File: config.mk
export PLATFORM = sky130hd
export DESIGN_NAME = display_idle_wake_key_filter_unit_flat
export DESIGN_NICKNAME = d
export VERILOG_FILES = /design/src/rtl/diwkf_pkg.sv /design/src/rtl/diwkf_if.sv /design/src/rtl/display_idle_wake_key_filter_unit.sv /design/src/rtl/diwkf_step.sv /design/src/flat_wrapper.sv
export VERILOG_INCLUDE_DIRS = /design/src /design/src/rtl
export SDC_FILE = /design/constraint.sdc
export NUM_CORES = 1
export LEC_CHECK = 0
export ABC_AREA = 1
export BUFFER_PORTS_ARGS = -buffer_cell sky130_fd_sc_hd__buf_2
export CORE_MARGIN = 2
export CORE_UTILIZATION = 61
export DETAILED_ROUTE_END_ITERATION = 12
export PLACE_DENSITY = 0.83
export SLEW_MARGIN = 10
export SYNTH_ARGS = -nofsm -noshare
export SYNTH_HDL_FRONTEND = slang
export SYNTH_SLANG_ARGS = --single-unit
File: constraint.sdc
create_clock -name clk -period 7.3 [get_ports clk]
set_input_delay 1.825 -clock clk [delete_from_list [all_inputs] [get_ports clk]]
set_output_delay 1.825 -clock clk [all_outputs]
set_load 0.05 [all_outputs]
File: src/rtl/display_idle_wake_key_filter_unit_assert.svh
// Assertion macros shared by the display idle / wake key filter RTL.
// Expects a clock named clk and a synchronous active-high reset named rst.
`ifndef DISPLAY_IDLE_WAKE_KEY_FILTER_UNIT_ASSERT_SVH
`define DISPLAY_IDLE_WAKE_KEY_FILTER_UNIT_ASSERT_SVH

// Same-cycle implication, checked outside reset.
`define DIWKF_ASSERT_NOW(label, ante, cons, msg) \
  label: assert property (@(posedge clk) disable iff (rst) (ante) |-> (cons)) \
    else $error(msg);

// Next-cycle implication, checked outside reset.
`define DIWKF_ASSERT_NEXT(label, ante, cons, msg) \
  label: assert property (@(posedge clk) disable iff (rst) (ante) |=> (cons)) \
    else $error(msg);

`endif

File: src/rtl/diwkf_pkg.sv
// Package for the display idle / wake key filter: codes, payload types, reset values.
// No dependencies.
package diwkf_pkg;

  localparam int NUM_BUTTONS_DEF = 3;
  localparam int COUNT_W         = 16;
  localparam int BUTTON_W        = 2;
  localparam int CFG_INDEX_W     = 2;
  localparam int CFG_DATA_W      = 16;

  localparam logic [COUNT_W-1:0]  TIMEOUT_RESET    = 16'd600;
  localparam logic [BUTTON_W-1:0] OFF_BUTTON_RESET = 2'd0;

  typedef enum logic [2:0] {
    OP_TICK     = 3'd0,
    OP_KEY      = 3'd1,
    OP_DROPPED  = 3'd2,
    OP_ACTIVITY = 3'd3,
    OP_OFF      = 3'd4
  } op_t;

  typedef enum logic [2:0] {
    EV_PRESS   = 3'd0,
    EV_RELEASE = 3'd1,
    EV_CLICK   = 3'd2,
    EV_DOUBLE  = 3'd3,
    EV_LONG    = 3'd4,
    EV_GEND    = 3'd5
  } ev_t;

  typedef enum logic [CFG_INDEX_W-1:0] {
    REG_TIMEOUT_TICKS = 2'd0,
    REG_OFF_BUTTON    = 2'd1
  } reg_idx_t;

  typedef struct packed {
    logic [2:0]          operation;
    logic [BUTTON_W-1:0] button;
    logic [2:0]          event_code;
    logic                busy_now;
  } item_t;

  typedef struct packed {
    logic consumed;
    logic display_off;
    logic woke;
    logic went_off;
  } result_t;

  typedef struct packed {
    logic [COUNT_W-1:0]  timeout_ticks;
    logic [BUTTON_W-1:0] off_button;
  } cfg_t;

endpackage

File: src/rtl/diwkf_if.sv
// Channel interfaces: input items, result items and configuration writes.
// Depends on diwkf_pkg.
interface diwkf_in_if;
  logic                          valid;
  logic                          ready;
  logic [2:0]                    operation;
  logic [diwkf_pkg::BUTTON_W-1:0] button;
  logic [2:0]                    event_code;
  logic                          busy_now;

  modport source (output valid, operation, button, event_code, busy_now, input ready);
  modport sink   (input valid, operation, button, event_code, busy_now, output ready);
endinterface

interface diwkf_out_if;
  logic valid;
  logic ready;
  logic consumed;
  logic display_off;
  logic woke;
  logic went_off;

  modport source (output valid, consumed, display_off, woke, went_off, input ready);
  modport sink   (input valid, consumed, display_off, woke, went_off, output ready);
endinterface

interface diwkf_cfg_if;
  logic                             valid;
  logic                             ready;
  logic [diwkf_pkg::CFG_INDEX_W-1:0] index;
  logic [diwkf_pkg::CFG_DATA_W-1:0]  data;

  modport source (output valid, index, data, input ready);
  modport sink   (input valid, index, data, output ready);
endinterface

File: src/rtl/display_idle_wake_key_filter_unit.sv
// Display idle timeout and key filter, top level.
// Depends on diwkf_pkg, the channel interfaces, diwkf_step and the assertion header.
//
// Usage:
//   in_ch  : items (operation, button, event_code, busy_now); valid/ready.
//   out_ch : one result per item (consumed, display_off, woke, went_off).
//   cfg    : register writes; index 0 timeout_ticks, index 1 off_button,
//            other indexes ignored. Always ready; write only while idle.
// Path: an accepted transaction passes through the input register, then the
//   result register, before its result shows on out_ch.
// Throughput: one item per cycle while out_ch.ready holds; the only state
//   path is the update of the masks, off flag and 16-bit idle counter in diwkf_step.
// Stall: the input register and result register form two stages; with the
//   receiver stalled both fill, then in_ch.ready drops. Nothing is lost.
// Reset: rst (synchronous, active high) empties both stages, clears the
//   held and guard masks, the idle counter and the off flag, and restores
//   timeout_ticks to 600 and off_button to 0.
`include "display_idle_wake_key_filter_unit_assert.svh"

module display_idle_wake_key_filter_unit #(
  parameter int NUM_BUTTONS = diwkf_pkg::NUM_BUTTONS_DEF
) (
  input  logic  clk,
  input  logic  rst,
  diwkf_in_if.sink    in_ch,
  diwkf_out_if.source out_ch,
  diwkf_cfg_if.sink   cfg
);

  // Configuration registers.
  diwkf_pkg::cfg_t cfg_reg;

  // Input stage.
  logic             s1_valid;
  diwkf_pkg::item_t s1_item;

  // Output stage.
  logic               out_valid;
  diwkf_pkg::result_t out_res;

  // Filter state.
  logic [NUM_BUTTONS-1:0]        held;
  logic [NUM_BUTTONS-1:0]        guard;
  logic                          is_off;
  logic [diwkf_pkg::COUNT_W-1:0] idle_count;

  logic [NUM_BUTTONS-1:0]        held_next;
  logic [NUM_BUTTONS-1:0]        guard_next;
  logic                          is_off_next;
  logic [diwkf_pkg::COUNT_W-1:0] idle_count_next;
  diwkf_pkg::result_t            res_next;

  logic advance;
  logic in_fire;

  // Move the input stage forward whenever the result register is free
  // or being emptied this cycle.
  assign advance  = s1_valid && (!out_valid || out_ch.ready);
  assign in_ch.ready = !s1_valid || !out_valid || out_ch.ready;
  assign in_fire  = in_ch.valid && in_ch.ready;
  assign cfg.ready = 1'b1;

  assign out_ch.valid       = out_valid;
  assign out_ch.consumed    = out_res.consumed;
  assign out_ch.display_off = out_res.display_off;
  assign out_ch.woke        = out_res.woke;
  assign out_ch.went_off    = out_res.went_off;

  diwkf_step #(
    .NUM_BUTTONS (NUM_BUTTONS)
  ) u_step (
    .item            (s1_item),
    .cfg             (cfg_reg),
    .held            (held),
    .guard           (guard),
    .is_off          (is_off),
    .idle_count      (idle_count),
    .held_next       (held_next),
    .guard_next      (guard_next),
    .is_off_next     (is_off_next),
    .idle_count_next (idle_count_next),
    .res             (res_next)
  );

  // Configuration writes; out-of-list indexes drop.
  always_ff @(posedge clk) begin
    if (rst) begin
      cfg_reg.timeout_ticks <= diwkf_pkg::TIMEOUT_RESET;
      cfg_reg.off_button    <= diwkf_pkg::OFF_BUTTON_RESET;
    end else if (cfg.valid) begin
      unique case (cfg.index)
        diwkf_pkg::REG_TIMEOUT_TICKS:
          cfg_reg.timeout_ticks <= cfg.data[diwkf_pkg::COUNT_W-1:0];
        diwkf_pkg::REG_OFF_BUTTON:
          cfg_reg.off_button <= cfg.data[diwkf_pkg::BUTTON_W-1:0];
        default: ;
      endcase
    end
  end

  // Input register: hold the item until it advances.
  always_ff @(posedge clk) begin
    if (rst) begin
      s1_valid <= 1'b0;
    end else if (in_fire) begin
      s1_valid <= 1'b1;
    end else if (advance) begin
      s1_valid <= 1'b0;
    end
  end

  always_ff @(posedge clk) begin
    if (in_fire) begin
      s1_item.operation  <= in_ch.operation;
      s1_item.button     <= in_ch.button;
      s1_item.event_code <= in_ch.event_code;
      s1_item.busy_now   <= in_ch.busy_now;
    end
  end

  // Commit state and load the result register as the item advances.
  always_ff @(posedge clk) begin
    if (rst) begin
      held       <= '0;
      guard      <= '0;
      is_off     <= 1'b0;
      idle_count <= '0;
      out_valid  <= 1'b0;
    end else begin
      if (advance) begin
        held       <= held_next;
        guard      <= guard_next;
        is_off     <= is_off_next;
        idle_count <= idle_count_next;
        out_valid  <= 1'b1;
      end else if (out_ch.ready) begin
        out_valid  <= 1'b0;
      end
    end
  end

  always_ff @(posedge clk) begin
    if (advance) begin
      out_res <= res_next;
    end
  end

  // A result that turns the display off must report it off.
  `DIWKF_ASSERT_NOW(a_went_off_reports_off, out_valid && out_res.went_off,
    out_res.display_off, "went_off without display_off")

  // Waking and turning off never happen on the same item.
  `DIWKF_ASSERT_NOW(a_wake_off_exclusive, out_valid, !(out_res.woke && out_res.went_off),
    "woke and went_off both set")

  // Only key events can be swallowed.
  `DIWKF_ASSERT_NOW(a_consume_key_only,
    advance && (s1_item.operation != diwkf_pkg::OP_KEY), !res_next.consumed,
    "consumed set on a non-key item")

  // The off flag follows the item that turned the display off.
  `DIWKF_ASSERT_NEXT(a_off_follows, advance && res_next.went_off, is_off,
    "display not off after went_off")

  // Waking clears the idle counter.
  `DIWKF_ASSERT_NEXT(a_wake_clears_count, advance && res_next.woke, idle_count == '0,
    "idle counter not cleared on wake")

endmodule

File: src/rtl/diwkf_step.sv
// Next-state and result logic for one item of the display idle / wake key filter.
// Depends on diwkf_pkg.
module diwkf_step #(
  parameter int NUM_BUTTONS = diwkf_pkg::NUM_BUTTONS_DEF
) (
  input  diwkf_pkg::item_t                  item,
  input  diwkf_pkg::cfg_t                   cfg,
  input  logic [NUM_BUTTONS-1:0]            held,
  input  logic [NUM_BUTTONS-1:0]            guard,
  input  logic                              is_off,
  input  logic [diwkf_pkg::COUNT_W-1:0]     idle_count,
  output logic [NUM_BUTTONS-1:0]            held_next,
  output logic [NUM_BUTTONS-1:0]            guard_next,
  output logic                              is_off_next,
  output logic [diwkf_pkg::COUNT_W-1:0]     idle_count_next,
  output diwkf_pkg::result_t                res
);

  logic                          in_range;
  logic [NUM_BUTTONS-1:0]        btn_bit;
  logic [diwkf_pkg::COUNT_W-1:0] count_inc;

  assign in_range  = (int'(item.button) < NUM_BUTTONS);
  assign btn_bit   = in_range ? (NUM_BUTTONS'(1) << item.button) : '0;
  assign count_inc = (idle_count != '1) ? idle_count + 1'b1 : idle_count;

  always_comb begin
    held_next       = held;
    guard_next      = guard;
    is_off_next     = is_off;
    idle_count_next = idle_count;
    res             = '0;

    unique case (item.operation)
      diwkf_pkg::OP_TICK: begin
        if (!is_off) begin
          if ((|held) || item.busy_now) begin
            idle_count_next = '0;
          end else begin
            idle_count_next = count_inc;
            if (count_inc >= cfg.timeout_ticks) begin
              is_off_next  = 1'b1;
              res.went_off = 1'b1;
            end
          end
        end
      end
      diwkf_pkg::OP_KEY: begin
        if (in_range) begin
          idle_count_next = '0;
          case (item.event_code) inside
            diwkf_pkg::EV_PRESS: begin
              held_next = held | btn_bit;
              if (is_off) begin
                guard_next  = guard | btn_bit;
                is_off_next = 1'b0;
                res.woke    = 1'b1;
              end
              res.consumed = |(guard_next & btn_bit);
            end
            diwkf_pkg::EV_RELEASE: begin
              held_next    = held & ~btn_bit;
              res.consumed = 1'b1;
            end
            diwkf_pkg::EV_GEND: begin
              held_next    = held & ~btn_bit;
              guard_next   = guard & ~btn_bit;
              res.consumed = 1'b1;
            end
            diwkf_pkg::EV_CLICK, diwkf_pkg::EV_DOUBLE, diwkf_pkg::EV_LONG: begin
              if (is_off) begin
                // Any gesture wakes a dark display and is swallowed.
                is_off_next  = 1'b0;
                res.woke     = 1'b1;
                res.consumed = 1'b1;
              end else if (|(guard & btn_bit)) begin
                res.consumed = 1'b1;
              end else if ((item.event_code == diwkf_pkg::EV_LONG) &&
                           (item.button == cfg.off_button)) begin
                is_off_next  = 1'b1;
                res.went_off = 1'b1;
                res.consumed = 1'b1;
              end
            end
            default: ;
          endcase
        end
      end
      diwkf_pkg::OP_DROPPED: begin
        if (item.event_code == diwkf_pkg::EV_RELEASE) begin
          held_next = held & ~btn_bit;
        end else if (item.event_code == diwkf_pkg::EV_GEND) begin
          held_next  = held & ~btn_bit;
          guard_next = guard & ~btn_bit;
        end
      end
      diwkf_pkg::OP_ACTIVITY: begin
        idle_count_next = '0;
      end
      diwkf_pkg::OP_OFF: begin
        if (!is_off) begin
          is_off_next  = 1'b1;
          res.went_off = 1'b1;
        end
      end
      default: ;
    endcase

    res.display_off = is_off_next;
  end

endmodule
File: src/flat_wrapper.sv
// flat-port wrapper written by rule: the top's interface ports become plain ports
module display_idle_wake_key_filter_unit_flat 
#(
  parameter int NUM_BUTTONS = diwkf_pkg::NUM_BUTTONS_DEF
)
  (clk, rst, in_ch_valid, in_ch_operation, in_ch_button, in_ch_event_code, in_ch_busy_now, in_ch_ready, out_ch_valid, out_ch_consumed, out_ch_display_off, out_ch_woke, out_ch_went_off, out_ch_ready, cfg_valid, cfg_index, cfg_data, cfg_ready);
  diwkf_in_if in_ch_i ();
  diwkf_out_if out_ch_i ();
  diwkf_cfg_if cfg_i ();
  input  logic clk;
  input  logic rst;
  input wire logic [$bits(in_ch_i.valid)-1:0] in_ch_valid;
  input wire logic [$bits(in_ch_i.operation)-1:0] in_ch_operation;
  input wire logic [$bits(in_ch_i.button)-1:0] in_ch_button;
  input wire logic [$bits(in_ch_i.event_code)-1:0] in_ch_event_code;
  input wire logic [$bits(in_ch_i.busy_now)-1:0] in_ch_busy_now;
  output wire logic [$bits(in_ch_i.ready)-1:0] in_ch_ready;
  output wire logic [$bits(out_ch_i.valid)-1:0] out_ch_valid;
  output wire logic [$bits(out_ch_i.consumed)-1:0] out_ch_consumed;
  output wire logic [$bits(out_ch_i.display_off)-1:0] out_ch_display_off;
  output wire logic [$bits(out_ch_i.woke)-1:0] out_ch_woke;
  output wire logic [$bits(out_ch_i.went_off)-1:0] out_ch_went_off;
  input wire logic [$bits(out_ch_i.ready)-1:0] out_ch_ready;
  input wire logic [$bits(cfg_i.valid)-1:0] cfg_valid;
  input wire logic [$bits(cfg_i.index)-1:0] cfg_index;
  input wire logic [$bits(cfg_i.data)-1:0] cfg_data;
  output wire logic [$bits(cfg_i.ready)-1:0] cfg_ready;
  assign in_ch_i.valid = in_ch_valid;
  assign in_ch_i.operation = in_ch_operation;
  assign in_ch_i.button = in_ch_button;
  assign in_ch_i.event_code = in_ch_event_code;
  assign in_ch_i.busy_now = in_ch_busy_now;
  assign in_ch_ready = in_ch_i.ready;
  assign out_ch_valid = out_ch_i.valid;
  assign out_ch_consumed = out_ch_i.consumed;
  assign out_ch_display_off = out_ch_i.display_off;
  assign out_ch_woke = out_ch_i.woke;
  assign out_ch_went_off = out_ch_i.went_off;
  assign out_ch_i.ready = out_ch_ready;
  assign cfg_i.valid = cfg_valid;
  assign cfg_i.index = cfg_index;
  assign cfg_i.data = cfg_data;
  assign cfg_ready = cfg_i.ready;
  display_idle_wake_key_filter_unit #(.NUM_BUTTONS(NUM_BUTTONS)) u_core (.clk(clk), .rst(rst), .in_ch(in_ch_i), .out_ch(out_ch_i), .cfg(cfg_i));
endmodule
# ---- Yosys cells after proc, flatten, opt, wreduce, memory -nomap -nowiden
# Cells that the tools add are included.
dict set report classes {
  addsub 1
  n_lt_le_gt_ge 2
  eq_ne 14
  shifts 1
  n_mux 55
  bitwise_logic 7
  n_reduce_logical 25
}
# cell count
set ops {}
lappend ops {{$mux W16} 4}
lappend ops {{$pmux W16 S3} 1}
lappend ops {{$mux W3} 13}
lappend ops {{$mux W1} 33}
lappend ops {{$add A16 B1 Y16 const B} 1}
lappend ops {{$ge A16 B16 Y1} 1}
lappend ops {{$ne A16 B16 Y1 const B} 1}
lappend ops {{$and A3 B3 Y3} 4}
lappend ops {{$eq A3 B2 Y1 const B} 4}
lappend ops {{$pmux W3 S2} 2}
lappend ops {{$reduce_or A3 Y1} 4}
lappend ops {{$eq A3 B3 Y1 const B} 3}
lappend ops {{$eq A3 B1 Y1 const B} 2}
lappend ops {{$logic_not A3 Y1} 2}
lappend ops {{$or A3 B3 Y3} 2}
lappend ops {{$pmux W1 S3} 2}
lappend ops {{$reduce_and A2 Y1} 3}
lappend ops {{$reduce_bool A2 Y1} 3}
lappend ops {{$logic_or A1 B1 Y1} 4}
lappend ops {{$ne A2 B2 Y1 const B} 2}
lappend ops {{$reduce_and A4 Y1} 1}
lappend ops {{$logic_and A1 B1 Y1} 3}
lappend ops {{$not A3 Y3} 1}
lappend ops {{$reduce_and A3 Y1} 1}
lappend ops {{7 further kinds} 8}
dict set report totals {
  register_bits 56
  inputBits 32
  out_inout_bits 7
  elab_cells 121
}

# ---- Logic depth before layout (Yosys ltp)
# Gate-level depths: netlist of run 1.
dict set report depth {
  ltp_word 12
  ltp_mapped 21
  mapped_depth_nobuf 21
}

# ---- Cells and area by module
# From an unflattened synthesis of run 1, not the netlist that was laid out.
dict set report unflattened {
  hier_cells 658
  area_unflattened_um2 4136.5
}
# mod n_inst cells_per_inst area_per_inst_um2 seq_area_each_um2
set modules_own_cells {}
lappend modules_own_cells {display_idle_wake_key_filter_unit 1 289 2298.5 1251.2}
lappend modules_own_cells {diwkf_step 1 369 1838.0 0.0}

# ---- Worst setup path after synthesis of run 1
# Ideal clock, no wire load.
dict set report synth_timing {
  kind {in2out}
  from {input out_ch_ready}
  to {output in_ch_ready}
  arrival_time_ns 2.334
  required_time_ns 5.475
  slack_ns 3.141
  cell_stages 4
  n_path_buf 0
  path_cell_list {inv_1 nand2_1 nor2_1 inv_1}
}
dict set report synth_via {
  elab_chain_cells 1
}
# element line_no
set synth_lines {}
lappend synth_lines {{start: declaration} flat_wrapper.sv:23} ;# input wire logic [$bits(out_ch_i.ready)-1:0] out_ch_ready;
lappend synth_lines {{$logic_or A1 B1 Y1} display_idle_wake_key_filter_unit.sv:59} ;# assign in_ch.ready = !s1_valid || !out_valid || out_ch.ready;
lappend synth_lines {{end: declaration} flat_wrapper.sv:17} ;# output wire logic [$bits(in_ch_i.ready)-1:0] in_ch_ready;
# No other way between the ends.

# ---- Worst setup path after layout of run 1
# Same ends and word-level chain as after synthesis.

==> results_dict.tcl, run 1 <==
set metrics [dict create \
    min_from "u_core.held[0]" \
    rr_endpoint "u_core.out_ch.display_off" \
    pin_count 39 \
    gp_congestion 0.884 \
    syn_to_final_growth_pct 10.9 \
    cap_violations 0 \
    dp_hpwl_microns 4800 \
    rsz0062_at_grt "no" \
    core_area_sq_um 5010 \
    worstSetupStartpointType "input pin" \
    layout_min_cycle_time_ns 4.33 \
    synthMuxAreaShare_pct 0 \
    max_freq_mhz 231 \
    cp.required_ns 5.48 \
    synth_xor_area_share_pct 2.80 \
    drtPass1Iterations 4 \
    dieArea_sq_um 5710 \
    cts_tree "done" \
    htreeDepth 2 \
    cp.arrival_ns 2.50 \
    whs_path_depth 2 \
    grt_max_degree 25 \
    ys_types 37 \
    die_h_microns 75.6 \
    leakage_nw 1.58 \
    finalCritPeriodShare_pct 59.3 \
    ctsHoldBuffers 0 \
    grt_antenna_before_repair 0 \
    final_hold_viol_count 0 \
    wl_per_cell_microns 11.9 \
    drc_errors 0 \
    start_util_pct 62.3 \
    irDropWorstVdd_v 0.000146 \
    slew_headroom_pct 50.8 \
    cts_setup_buffers 0 \
    rows 26 \
    overflow 0 \
    synth_adder_area_share_pct 6.81 \
    final_layout_size_suffix_gt1_share_pct 15.8 \
    diodes 0 \
    crit_type "in2out" \
    r2r_cells 18 \
    grtUsageTotal_pct 23.7 \
    finalSetupViolations 0 \
    grt_pass1_vias 2412 \
    cts_sinks 56 \
    power_density_nw_per_um2 173 \
    status "completed" \
    drt-vias-per-instance 5.13 \
    tightest_slew_ns 0.735 \
    io_buffers 37 \
    vias 2731 \
    antenna_left 0 \
    r2r_slack_ns 4.40 \
    clock_latency_ns 0.31 \
    grt_pass1_wl_microns 10400 \
    clock_path_buffers 2 \
    clkTransAtPathRegs_ns 0.09 \
    final_nets 510 \
    synth_top_family_by_area "simple AND/OR/NAND/NOR gates" \
    synth_nets 475 \
    synth_compound_area_share_pct 14.2 \
    routed_wl_microns 6350 \
    hold_path_class "reg2reg" \
    tns_ns 0 \
    ys_ff_latch 56 \
    cts-root-buf "clkbuf_8" \
    skew_ns 0.0131 \
    synthSimpleGateAreaFrac_pct 27.3 \
    slew_viol_final 0 \
    hold_path_end "u_core.held[0]" \
    largest_register_ffs 18 \
    rr_startpoint "u_core.idle_count[0]" \
    syn_avg_cell_area_sq_um 7.33 \
    final_util_pct 69.1 \
    numCtsBuffers 5 \
    critPathMaxFanout 2 \
    whs_ns 0.465 \
    drt_iter0_markers 184 \
    worst_setup_path_end_kind "primary output" \
    syn_inst 426 \
    yosysWarnings 0 \
    die_w_microns 75.6 \
    post_cts_resized 0 \
    syn_area_sq_um 3120 \
    seq_area_frac_synth_pct 40.1 \
]
## synth_stat cells
master	number	area, sq um
a21oi_4	1	16.3
o21ai_0	23	115
nor3_2	2	20.0
nor2_2	4	25.0
o21bai_1	1	7.51
o211ai_1	4	30.0
nand2_2	5	31.3
or2_2	1	6.26
a211oi_1	1	7.51
nor4_1	1	6.26
nor3_4	1	16.3
a21o_1	1	7.51
clkbuf_1	6	22.5
clkinv_1	1	3.75
nand3_2	1	10.0
o21ai_1	1	5.00
nand3_1	12	60.1
xnor2_1	3	26.3
a21oi_2	2	17.5
inv_2	7	26.3
inv_1	52	195
xor2_1	7	61.3
dfxtp_1	43	861
conb_1	1	3.75
nand4_2	1	12.5
nor3b_4	1	18.8
ha_1	17	213
edfxtp_1	13	390
a31oi_1	4	25.0
nand4_1	3	18.8
a21oi_1	41	205
nand2_1	108	405
nor2_4	2	22.5
buf_4	3	22.5
o31ai_1	1	7.51
nor2_1	44	165
nor3_1	7	35.0
## critical path, cell delays in order
cell and delay (ns):
buf_2 0.09, inv_1 0.09, nand2_1 0.08, nor2_1 0.13
inv_1 0.07, buf_2 0.21
## worst max-delay path by stage
stage | start | end | slack, ns
after floorplan | out_ch_ready | in_ch_ready | 3.14
after global placement | out_ch_ready | in_ch_ready | 2.97
after detailed placement | out_ch_ready | in_ch_ready | 2.97
after CTS | out_ch_ready | in_ch_ready | 2.96
after global routing | out_ch_ready | in_ch_ready | 2.88
final | out_ch_ready | in_ch_ready | 2.97
## metrics by stage
stage	power (mW)	area [sq um]	setup slack, ns	cells
after floorplan	0.382	3120	3.14	426
after global placement	0.398	3350	2.97	524
after detailed placement	0.400	3350	2.97	524
after CTS	0.599	3460	2.96	532
after global routing	0.619	3460	2.88	532
final	0.598	3460	2.97	532
## per-layer routing
layer | global-route usage [%] | wire length [microns]
met1 | 33.3 | 2980
met2 | 37.5 | 2950
met3 | 4.37 | 322
met4 | 7.21 | 91
met5 | 0 | 0
## cells by family after synthesis
family | count (synthesis)
fa+ha+maj | 17
simple gates | 193
flops | 56
compound gates | 80
buf+inv | 69
other cells | 1
xor+xnor | 10
## layout by cell type, fill, tap and decap left out
cell type,instances
nand2_1,108
inv_2,7
nor4_1,1
o21ai_1,1
a21oi_2,2
clkinvlp_4,1
a21oi_4,1
nor2_4,2
ha_1,17
nor2_1,44
a21oi_1,41
dfxtp_1,43
a21o_1,1
nand3_2,1
xor2_1,7
clkinv_1,1
inv_1,52
clkinv_2,1
nand2_2,5
o31ai_1,1
o211ai_1,4
a211oi_1,1
o21bai_1,1
buf_2,37
nor3b_4,1
or2_2,1
clkbuf_8,5
conb_1,1
xnor2_1,3
bufinv_16,1
nor3_2,2
nand3_1,12
nor2_2,4
a31oi_1,4
nand4_2,1
nor3_1,7
o21ai_0,23
nor3_4,1
nand4_1,3
edfxtp_1,13
## final cells by class
type / count / area (sq um)
clock buffer: 5 / 68.8
clock inverter: 3 / 42.5
fill: 433 / 1550
inverter: 60 / 225
multi-input combinational: 301 / 1600
sequential: 56 / 1250
tap: 70 / 87.6
timing repair buffer: 37 / 185
## where the power goes
part	total, mW	switching, mW	internal, mW
Combinational	0.0602	0.0402	0.0200
Clock	0.204	0.102	0.102
Sequential	0.333	0.00589	0.328
No activity file was read; power rests on OpenSTA's default activity.
==> run 2, diff against run 1 <==
CORE_UTILIZATION = 58   (was 61)
PLACE_DENSITY = 0.8   (was 0.83)
clock period = 4.2 ns   (was 7.3 ns; I/O delays follow)
==> run 2 against run 1 <==
- sequential cell count unchanged
- die area increased by 4.9%
- utilization decreased by 1.8 points
- hold slack improved by 0.0061 ns
- sequential share of layout area about the same
- via count increased by 0.22%
- sequential power increased by 74%
- design area decreased by 0.11%
- critical endpoint unchanged
==> results_dict.tcl, run 2 (synthesis gave the netlist of run 1 again) <==
set metrics [dict create \
    status "completed" \
    mostFrequentLayoutCell "nand2_1" \
    cp.arrival_ns 1.73 \
    slew_headroom_pct 47.5 \
    post_cts_resized 0 \
    syn_to_final_growth_pct 10.7 \
    dieArea_sq_um 5990 \
    dp_hpwl_microns 4940 \
    wl_per_cell_microns 12.1 \
    die_w_microns 77.4 \
    io_buffers 37 \
    finalCritPeriodShare_pct 66.1 \
    cts-root-buf "clkbuf_8" \
    irDropWorstVdd_v 0.000196 \
    final_util_pct 67.3 \
    dpl_cell_area_sq_um 3350 \
    clock_path_buffers 2 \
    crit_type "in2out" \
    skew_ns 0.00751 \
    layout_min_cycle_time_ns 2.78 \
    critPathMaxFanout 2 \
    core_area_sq_um 5140 \
    tns_ns 0 \
    crit_buf_inv 4 \
    worst_setup_path_end_kind "primary output" \
    rsz0062_at_grt "no" \
    drtPass1Iterations 4 \
    clock_latency_ns 0.31 \
    diodes 0 \
    drt-vias-per-instance 5.14 \
    layout_common_cells "nand2_1, inv_1, nor2_1" \
    cts_tree "done" \
    finalSetupViolations 0 \
    m1WireLength_microns 3250 \
    final_nets 510 \
    rows 26 \
    cap_violations 0 \
    drt_iter0_markers 177 \
    grtUsageTotal_pct 22.3 \
    final_hold_viol_count 0 \
    antenna_left 0 \
    drc_errors 0 \
    grt_pass1_wl_microns 10800 \
    numCtsBuffers 5 \
    met3RoutedLength_microns 225 \
    largest_register_ffs 18 \
    crit_slowest_cell "buf_2" \
    max_freq_mhz 360 \
    htreeDepth 2 \
    die_h_microns 77.4 \
    gp_congestion 0.851 \
    grt_antenna_before_repair 0 \
    worstSetupStartpointType "input pin" \
    hold_path_class "reg2reg" \
    cts_setup_buffers 0 \
    worst_path_largest_cell_delay_ns 0.21 \
    slew_viol_final 0 \
    worst_path_dominant_cell_family "buffers and inverters" \
    cp.required_ns 3.15 \
    dr_wl_met2_microns 2910 \
    grt_pass1_vias 2438 \
    clkTransAtPathRegs_ns 0.09 \
    routed_wl_microns 6450 \
    fin_area_sq_um 3460 \
    leakage_nw 1.59 \
    tightest_slew_ns 0.785 \
    pin_count 39 \
    grt_max_degree 25 \
    crit_chain "buf_2 -> inv_1 -> nand2_1 -> nor2_1 -> inv_1 -> buf_2" \
    cts_sinks 56 \
    top_layer "met4" \
    overflow 0 \
    ctsHoldBuffers 0 \
    power_density_nw_per_um2 298 \
    start_util_pct 60.8 \
    vias 2737 \
    final_layout_size_suffix_gt1_share_pct 15.6 \
]
-- run 2: cell types whose count changed in the layout (fill, tap and decap cells not counted), sizes merged --
cell      change
clkbuf        +1
clkinvlp      -1
-- run 2: layout make-up --
cell class              count  area (sq um)
flip-flops and latches     56          1250
inverters                  60           225
well taps                  70          87.6
fillers                   487          1680
clock inverters             2          35.0
multi-input cells         301          1600
clock buffers               6          72.6
repair buffers             37           185
-- run 2: power by group --
group | total [mW] | internal (mW) | switching, mW
clock | 0.346 | 0.177 | 0.168
sequential | 0.580 | 0.569 | 0.0105
combinational | 0.105 | 0.0345 | 0.0704
-- run 2: metrics by stage --
step / hold WS [ns] / power (mW) / setup WS (ns) / instances
after detailed placement: 0.458 / 0.697 / 1.42 / 524
after CTS: 0.474 / 1.04 / 1.42 / 532
after global placement: 0.449 / 0.692 / 1.43 / 524
after floorplan: 0.433 / 0.664 / 1.59 / 426
final: 0.471 / 1.03 / 1.42 / 532
after global routing: 0.494 / 1.07 / 1.13 / 532
-- run 2: final timing paths --
check	from	end	slack, ns	cells past startpoint
max	out_ch_ready	in_ch_ready	1.42	6
min	u_core.held[1]	u_core.held[1]	0.47	2
max reg2reg	u_core.idle_count[0]	u_core.out_ch.display_off	1.43	18
min reg2reg	u_core.held[1]	u_core.held[1]	0.47	2
-- run 2: metal layers --
layer	track usage, %	vias to the layer above
li1	-	1442
met1	31.9	1232
met2	35.5	56
met3	2.91	7
met4	6.43	0
met5	0	-
-- run 2: worst register-to-register path, delay by kind of cell, from the launching register on --
| family | cells | cell delay (ns) |
|---|---|---|
| AOI/OAI and AO/OA | 3 | 0.40 |
| buffers and inverters | 2 | 0.10 |
| DFF | 1 | 0.41 |
| adders and majority gates | 2 | 0.52 |
| and+or+nand+nor | 11 | 1.13 |
==> run 3, diff against run 2 <==
CORE_UTILIZATION = 52   (was 58)
PLACE_DENSITY = 0.76   (was 0.8)
clock period = 2.4 ns   (was 4.2 ns; I/O delays follow)
==> run 3 against run 2 <==
- the flow now finishes with violations (setup timing)
- non-clock buffer count increased by 40
- clock-buffer cell count decreased by 1
- setup slack got worse by 1.6 ns
- global-route usage increased by 0.61 points
- utilization increased by 0.47 points
- via count increased by 10%
- hold slack got worse by 0.015 ns
- largest cell class unchanged
==> results_dict.tcl, run 3 (synthesis gave the netlist of run 1 again) <==
set metrics [dict create \
    status "complete, but fails checks" \
    violations "setup timing" \
    largest_register_ffs 18 \
    io_buffers 37 \
    overflow 0 \
    grt_pass1_vias 2680 \
    tns_ns -0.575 \
    cp.required_ns 2.48 \
    hold_path_end "u_core.s1_item[6]" \
    grt_pass1_wl_microns 11800 \
    drt_iter0_markers 194 \
    routed_wl_microns 7650 \
    clock_latency_ns 0.31 \
    drtPass1Iterations 5 \
    power_density_nw_per_um2 439 \
    slew_viol_final 0 \
    grt_antenna_before_repair 0 \
    grtUsageTotal_pct 22.9 \
    whs_path_depth 1 \
    cts-root-buf "clkbuf_8" \
    crit_type "reg2reg" \
    worst_setup_path_end_kind "flop" \
    clock_path_buffers 2 \
    rr_endpoint "u_core.out_ch.went_off" \
    cts_tree "done" \
    cts_sinks 56 \
    critPathMaxFanout 3 \
    antenna_left 0 \
    irDropWorstVdd_v 0.000399 \
    rows 28 \
    rr_startpoint "u_core.idle_count[1]" \
    tightest_slew_ns 0.761 \
    drt-vias-per-instance 5.23 \
    wl_per_cell_microns 13.3 \
    dp_hpwl_microns 5340 \
    slew_headroom_pct 49.1 \
    final_layout_size_suffix_gt1_share_pct 29.1 \
    start_util_pct 53.4 \
    gp_congestion 0.933 \
    cp.arrival_ns 2.69 \
    syn_to_final_growth_pct 26.9 \
    mostFrequentLayoutCell "nand2_1" \
    finalCritPeriodShare_pct 109 \
    leakage_nw 1.83 \
    clkTransAtPathRegs_ns 0.10 \
    layout_min_cycle_time_ns 2.61 \
    hold_path_class "in2reg" \
    core_area_sq_um 5850 \
    numCtsBuffers 5 \
    r2r_slack_ns -0.21 \
    worstSetupStartpointType "flop" \
    r2r_cells 18 \
    pin_count 39 \
    layout_common_cells "nand2_1, inv_1, nor2_1" \
    finalSetupViolations 3 \
    rsz0062_at_grt "yes" \
    vias 3018 \
    whs_ns 0.456 \
    cap_violations 0 \
    grt_max_degree 25 \
    max_freq_mhz 383 \
    htreeDepth 2 \
    final_nets 550 \
    final_hold_viol_count 0 \
    die_w_microns 81.5 \
    diodes 0 \
    dieArea_sq_um 6640 \
    drc_errors 0 \
    min_from "in_ch_operation[0]" \
    fin_ws_ns -0.210 \
    skew_ns 0.00707 \
    die_h_microns 81.5 \
]
run 3: changes by cell type in the layout (fill, tap and decap cells not counted), moves of 5 or more:
cell / delta
ha_1: -5
buf_4: +38
dfxtp_1: -5
nand2_2: +7
nand3_1: -6
nand2_1: -8
ha_4: +5
run 3: through the flow:
stage                     area (sq um)  power [mW]  std cells  utilization [%]  setup slack (ns)
final                             3960        1.74        577             67.8            -0.210
after floorplan                   3120        1.16        426                -            0.0236
after CTS                         3740        1.74        572             64.0            -0.144
after global routing              3960        1.82        577             67.8            -0.353
after detailed placement          3600        1.22        561             61.5            -0.194
after global placement            3600        1.22        561             61.5           -0.0899
run 3: report_power, final:
part / leakage (nW) / internal (mW) / switching (mW) / total (mW)
sequential: 0.480 / 0.995 / 0.0190 / 1.01
combinational: 1.30 / 0.0740 / 0.135 / 0.209
clock: 0.0479 / 0.204 / 0.311 / 0.516
run 3: what timing repair did:
action	4_1_cts	5_1_grt
pin swaps	6	24
setup endpoints to repair	3	3
buffers inserted	3	5
resized for setup	9	39
hold buffers	0	0
run 3: final cells by class:
type | instances | area, sq um
fillers | 484 | 1890
multi-input cells | 301 | 1800
flip-flops and latches | 56 | 1260
repair buffers | 77 | 493
inverters | 60 | 225
well taps | 75 | 93.8
clock buffers | 5 | 68.8
clock inverters | 3 | 18.8
run 3: how the worst max path moves through the flow:
stage          cells past startpoint                        end            startpoint  slack (ns)
5_1_grt                           19     u_core.out_ch.went_off  u_core.idle_count[1]       -0.35
6_report                          18     u_core.out_ch.went_off  u_core.idle_count[1]       -0.21
3_3_place_gp                      18  u_core.out_ch.display_off  u_core.idle_count[0]       -0.09
3_5_place_dp                      18  u_core.out_ch.display_off  u_core.idle_count[0]       -0.19
4_1_cts                           18  u_core.out_ch.display_off  u_core.idle_count[0]       -0.14
2_1_floorplan                     18  u_core.out_ch.display_off  u_core.idle_count[0]        0.02
run 3: metal layers:
layer / track usage, % / wire [microns]
met5: 0 / 0
met2: 37.9 / 3800
met4: 6.44 / 78
met3: 4.07 / 338
met1: 30.8 / 3430
run 3: critical path: stages (launching register included):
cell	delay, ns
dfxtp_4	0.38
ha_4	0.15
nand3_4	0.08
nor2_4	0.11
nand2_2	0.09
nor2_4	0.16
inv_2	0.09
nor3_4	0.17
a21oi_2	0.09
ha_1	0.29
nand2_2	0.09
o21bai_4	0.12
nand2_1	0.08
a21oi_2	0.12
nand3_2	0.10
nand2_2	0.08
nand2_1	0.06
nand2_1	0.05
nand2_1	0.05
